`config.mk`:
```
export PLATFORM = sky130hd
export DESIGN_NAME = fccw_ctrl
export DESIGN_NICKNAME = d
export VERILOG_FILES = /design/src/fccw_pkg.sv /design/src/fccw_ctrl.sv
export SDC_FILE = /design/constraint.sdc
export NUM_CORES = 1
export LEC_CHECK = 0
export BUFFER_PORTS_ARGS = -buffer_cell sky130_fd_sc_hd__buf_2
export CAP_MARGIN = 5
export CORE_AREA = 2 2 39 41
export CTS_BUF_LIST = sky130_fd_sc_hd__clkbuf_2
export DETAILED_ROUTE_END_ITERATION = 7
export DIE_AREA = 0 0 41 43
export GPL_TIMING_DRIVEN = 1
export PLACE_DENSITY = 0.66
export SLEW_MARGIN = 0
export SYNTH_ARGS = -nofsm -noshare
export SYNTH_HDL_FRONTEND = slang
export SYNTH_SLANG_ARGS = --single-unit
```
`constraint.sdc`:
```
create_clock -name i_clk -period 1.7 [get_ports i_clk]
set_input_delay 0.17 -clock i_clk [delete_from_list [all_inputs] [get_ports i_clk]]
set_output_delay 0.17 -clock i_clk [all_outputs]
set_load 0.02 [all_outputs]
```
`src/fccw_pkg.sv`:
```
// Shared constants, register indexes and control/status structs of the
// FAT12 cluster chain walker. No dependencies.
`timescale 1ns / 1ps
`default_nettype none

package fccw_pkg;

    // table store geometry and chain limit
    localparam int TABLE_BYTES = 8192;
    localparam int TABLE_AW    = $clog2(TABLE_BYTES);
    localparam int MAX_CHAIN   = 64;
    localparam int CNT_W       = $clog2(MAX_CHAIN + 1);

    // field widths
    localparam int ADDR_W  = 13;
    localparam int BYTE_W  = 8;
    localparam int CLU_W   = 12;
    localparam int LBA_W   = 32;
    localparam int CFG_IW  = 3;
    localparam int CFG_DW  = 16;

    // root directory divide: 32 * root_entry_count / bytes_per_sector
    localparam int DVD_W = 21;
    localparam int DVS_W = 13;

    localparam logic [CLU_W-1:0] END_MARK = 12'hFF8;

    // configuration register indexes
    typedef enum logic [CFG_IW-1:0] {
        CFG_BYTES_PER_SECTOR    = 3'd0,
        CFG_SECTORS_PER_CLUSTER = 3'd1,
        CFG_RESERVED_SECTORS    = 3'd2,
        CFG_FAT_COUNT           = 3'd3,
        CFG_SECTORS_PER_FAT     = 3'd4,
        CFG_ROOT_ENTRY_COUNT    = 3'd5
    } t_cfg_idx;

    // controller -> datapath
    typedef struct packed {
        logic load;      // write table byte
        logic walk;      // latch start cluster, start root divide
        logic root_load; // form root directory end
        logic rd_lo;     // read low table byte, form product
        logic rd_hi;     // read high table byte, form lba
        logic nxt_load;  // decode next cluster
        logic emit;      // load output register
        logic step;      // advance to next cluster
    } t_cmd;

    // datapath -> controller
    typedef struct packed {
        logic req_walk;
        logic start_bad;
        logic div_done;
        logic out_free;
        logic last;
    } t_status;

endpackage

`default_nettype wire

```
`src/fccw_ctrl.sv`:
```
// Controller: sequences loads, the root divide and the per-cluster table
// reads and result words. Depends on fccw_pkg.
`timescale 1ns / 1ps
`default_nettype none

module fccw_ctrl (
    input  wire logic              i_clk,
    input  wire logic              i_rst_n,
    input  wire logic              i_in_valid,
    input  wire fccw_pkg::t_status i_status,
    output fccw_pkg::t_cmd         o_cmd,
    output logic                   o_busy
);

    typedef enum logic [5:0] {
        S_IDLE  = 6'b000001,
        S_DIV   = 6'b000010,
        S_RD_LO = 6'b000100,
        S_RD_HI = 6'b001000,
        S_NEXT  = 6'b010000,
        S_EMIT  = 6'b100000
    } t_state;

    t_state r_state;
    t_state n_state;

    always_comb begin
        n_state = r_state;
        o_cmd   = '0;
        case (r_state)
            S_IDLE: begin
                if (i_in_valid) begin
                    if (i_status.req_walk) begin
                        o_cmd.walk = 1'b1;
                        n_state    = i_status.start_bad ? S_EMIT : S_DIV;
                    end else begin
                        o_cmd.load = 1'b1;
                    end
                end
            end
            S_DIV: begin
                if (i_status.div_done) begin
                    o_cmd.root_load = 1'b1;
                    n_state         = S_RD_LO;
                end
            end
            S_RD_LO: begin
                o_cmd.rd_lo = 1'b1;
                n_state     = S_RD_HI;
            end
            S_RD_HI: begin
                o_cmd.rd_hi = 1'b1;
                n_state     = S_NEXT;
            end
            S_NEXT: begin
                o_cmd.nxt_load = 1'b1;
                n_state        = S_EMIT;
            end
            S_EMIT: begin
                if (i_status.out_free) begin
                    o_cmd.emit = 1'b1;
                    if (i_status.last) begin
                        n_state = S_IDLE;
                    end else begin
                        o_cmd.step = 1'b1;
                        n_state    = S_RD_LO;
                    end
                end
            end
            default: begin
                n_state = S_IDLE;
            end
        endcase
    end

    always_ff @(posedge i_clk) begin
        if (!i_rst_n) begin
            r_state <= S_IDLE;
        end else begin
            r_state <= n_state;
        end
    end

    assign o_busy = (r_state != S_IDLE);

endmodule

`default_nettype wire
```
==> out/metrics.yaml <==
clocking:
  cts_sinks: 6
  cts_hold_repair.buffers: 0
  tritoncts: "done"
  clockBufferDepth: 2
  clk_pin_slew_ps: 60
  numCtsBuffers: 3
  cts.htree.levels: 1
  insertion_delay_ps: 210
  cts.root.buffer_cell: "clkbuf_2"
setup_path:
  crit-reg2reg-launch: "r_state[0]$_SDFFE_PN1P_"
  arrival_ps: 1530
  start_kind: "register"
  crit_slowest_cell: "or4_4"
  cp.required_ps: 1530
  startpoint: "r_state[0]$_SDFFE_PN1P_"
  crit_fanout: 7
  worstPathCellList: "or4_4 -> nor4_2 -> buf_4"
  crit_path_max_incr_delay_ps: 570
  worst-r2r-cell-count: 4
  reg2reg_slack_ps: 50
  critPathCaptureType: "output pin"
  crit_type: "reg2out"
  worst-path-stages: 3
  crit_end: "o_cmd[0]"
  r2r-end: "r_state[2]$_SDFFE_PN0P_"
  crit_family: "simple AND/OR/NAND/NOR gates"
  worst-path-buf-inv: 1
floorplanning:
  fp.dieArea_um2: 1763
  initial_core_util_pct: 30.74
  std_cell_rows: 14
  ios: 17
  die_y_um: 43
  fp.coreArea_um2: 1384
  die_w_um: 41
placed_design:
  gp_congestion: 0.8521
  io_buffer_count: 16
  hpwlAfterDp_um: 857.9
  placed_area_um2: 576.8
  post-place-ws_ps: 69.03
drt:
  vias: 507
  first_pass_iters: 4
  drtIter0Drc: 19
  final_antenna_net_count: 0
  routed_wl_um: 1192
  vias_per_cell: 5.394
  drc_errors: 0
  wl_per_cell_um: 12.68
final_layout:
  post-route-cell-area_um2: 645.6
  largest_register: "r_state"
  largest_reg_flops: 6
  nFillCells: 137
  num_antenna_cells: 0
  syn_to_final_growth_pct: 51.76
  nNetsFinal: 88
  drive_gt1_share_pct: 48.72
  reg_top3: "r_state x6"
timing:
  final.setup.tns_ps: -3.936
  finalCriticalPeriod_ps: 1704
  maxSlewViolCount: 0
  fin_hold_ws_ps: 242.2
  fmax_mhz: 586.9
  fin_crit_sh_pct: 100.2
  hold_viol_final: 0
  tightest_slew_ps: 288.6
  rsz0062_at_grt: "true"
  fin_worst_skew_ps: 4.007
  slew_headroom_pct: 80.59
  setup_ws_ps: -3.936
  setup_violations: 1
power_and_ir_drop:
  pwr-share-comb_pct: 53.1
  peakVddDrop_mv: 0.4530
  p_int_mw: 0.3460
  swShare_pct: 38.46
  power_density_nw_per_um2: 871.0
  switchingPower_mw: 0.2163
  pwr-share-seq_pct: 29.9
  cellLeakagePower_nw: 0.3197
  clockPowerShare_pct: 17.0
  total_power_mw: 0.5623
synth:
  ys_types: 28
  yosys_warnings: 0
  synth-seq-cells: 6
  synth_edf_count: 0
  async_flop_share_pct: 0
  synth_ff_type: "dfxtp_1"
  ys_seq_area_share_pct: 28.24
  syn_inst: 55
  synth.top_cell.area_share_pct: 28.24
  yosys.area.top_type: "dfxtp_1"
  syn-cell-area_um2: 425.4
  synth.avg_cell_area_um2: 7.735
  synth_area_leaders: "dfxtp_1 (28%), nor3_1 (5.9%), nor2_1 (5.3%), a211o_1 (4.1%), nand3_1 (3.5%)"
  synthTopCellsByCount: "dfxtp_1 (6), nor2_1 (6), nor3_1 (5)"
  syn-num-nets: 63
global_routing:
  grt_pass1_vias: 417
  track_usage_pct: 14.99
  grt_pass1_wl_um: 1794
  globalRoute.totalOverflow: 0
  antenna_found_initial: 0
  grt_max_degree: 9
job:
  maxCapViolCount: 0
status:
  violations: "negative setup slack"
  status: "finished, violations left"
worst_hold_path:
  hold_class: "in2reg"
  hp-start: "i_status[3]"
[power by group through the flow]
stage	logic, mW	clock network [mW]	registers [mW]
after floorplan	0.164	0	0.166
after global routing	0.326	0.114	0.170
final	0.299	0.0954	0.168
after detailed placement	0.246	0	0.167
after global placement	0.245	0	0.167
after CTS	0.278	0.100	0.167
[cells in the final DEF (no fill, tap or decap), drive strengths merged]
cell	Yosys	routed
a211o	2	2
a21oi	1	1
and2b	1	1
and3	2	2
and4b	1	1
buf	2	23
clkbuf	1	3
dfxtp	6	6
inv	4	4
nand2	2	2
nand2b	1	1
nand3	3	3
nand3b	2	2
nor2	6	6
nor3	5	5
nor3b	1	1
nor4	2	2
o2111ai	1	1
o211ai	2	2
o21ai	2	2
o2bb2ai	1	1
o311a	1	1
or2b	1	1
or3	2	2
or4	2	2
xor2	1	1
[tightest hold or removal path, stage by stage]
cell and delay, ps:
buf_2 90, nand3b_1 100, o2bb2ai_1 60
[kinds of logic after synthesis]
family / synth area share [%]
XOR/XNOR: 2.059
AND/OR/NAND/NOR: 43.82
flip-flops: 28.24
AO/OA/AOI/OAI: 19.11
buffers and inverters: 6.763
[metrics by stage]
step	utilization, %	std cells
2_1_floorplan	-	55
3_3_place_gp	41.68	91
3_5_place_dp	41.68	91
4_1_cts	44.67	94
5_1_grt	46.65	94
6_report	46.65	94
[cell type report]
class                      count  area [um2]  share of cell area [%]
clock buffer                   3       15.01                   2.326
tap                           16       20.02                   3.101
timing repair buffer          23       150.1                   23.26
inverter                       4       15.01                   2.326
sequential                     6       125.1                   19.38
multi-input combinational     42       320.3                   49.61
[worst min path at each step]
stage	to	slack [ps]	depth (start not counted)
3_3_place_gp	r_state[1]$_SDFFE_PN0P_	450	2
2_1_floorplan	r_state[1]$_SDFFE_PN0P_	290	1
4_1_cts	r_state[1]$_SDFFE_PN0P_	220	2
5_1_grt	r_state[1]$_SDFFE_PN0P_	230	3
6_report	r_state[1]$_SDFFE_PN0P_	240	3
3_5_place_dp	r_state[1]$_SDFFE_PN0P_	460	2
[per-layer routing]
layer / up-vias / track usage, % / share of wire (%)
li1: 256 / - / -
met1: 230 / 21.04 / 42
met2: 21 / 20.63 / 52
met3: 0 / 3.141 / 5.7
met4: 0 / 8.000 / 0
met5: - / 0 / 0
[timing repair]
action / 4_1_cts / 5_1_grt
buffers inserted: 1 / 0
hold endpoints to repair: 0 / 0
pin swaps: 3 / 3
setup endpoints to repair: 5 / 6
gates resized for setup: 9 / 7
(Power assumes the default switching activity.)
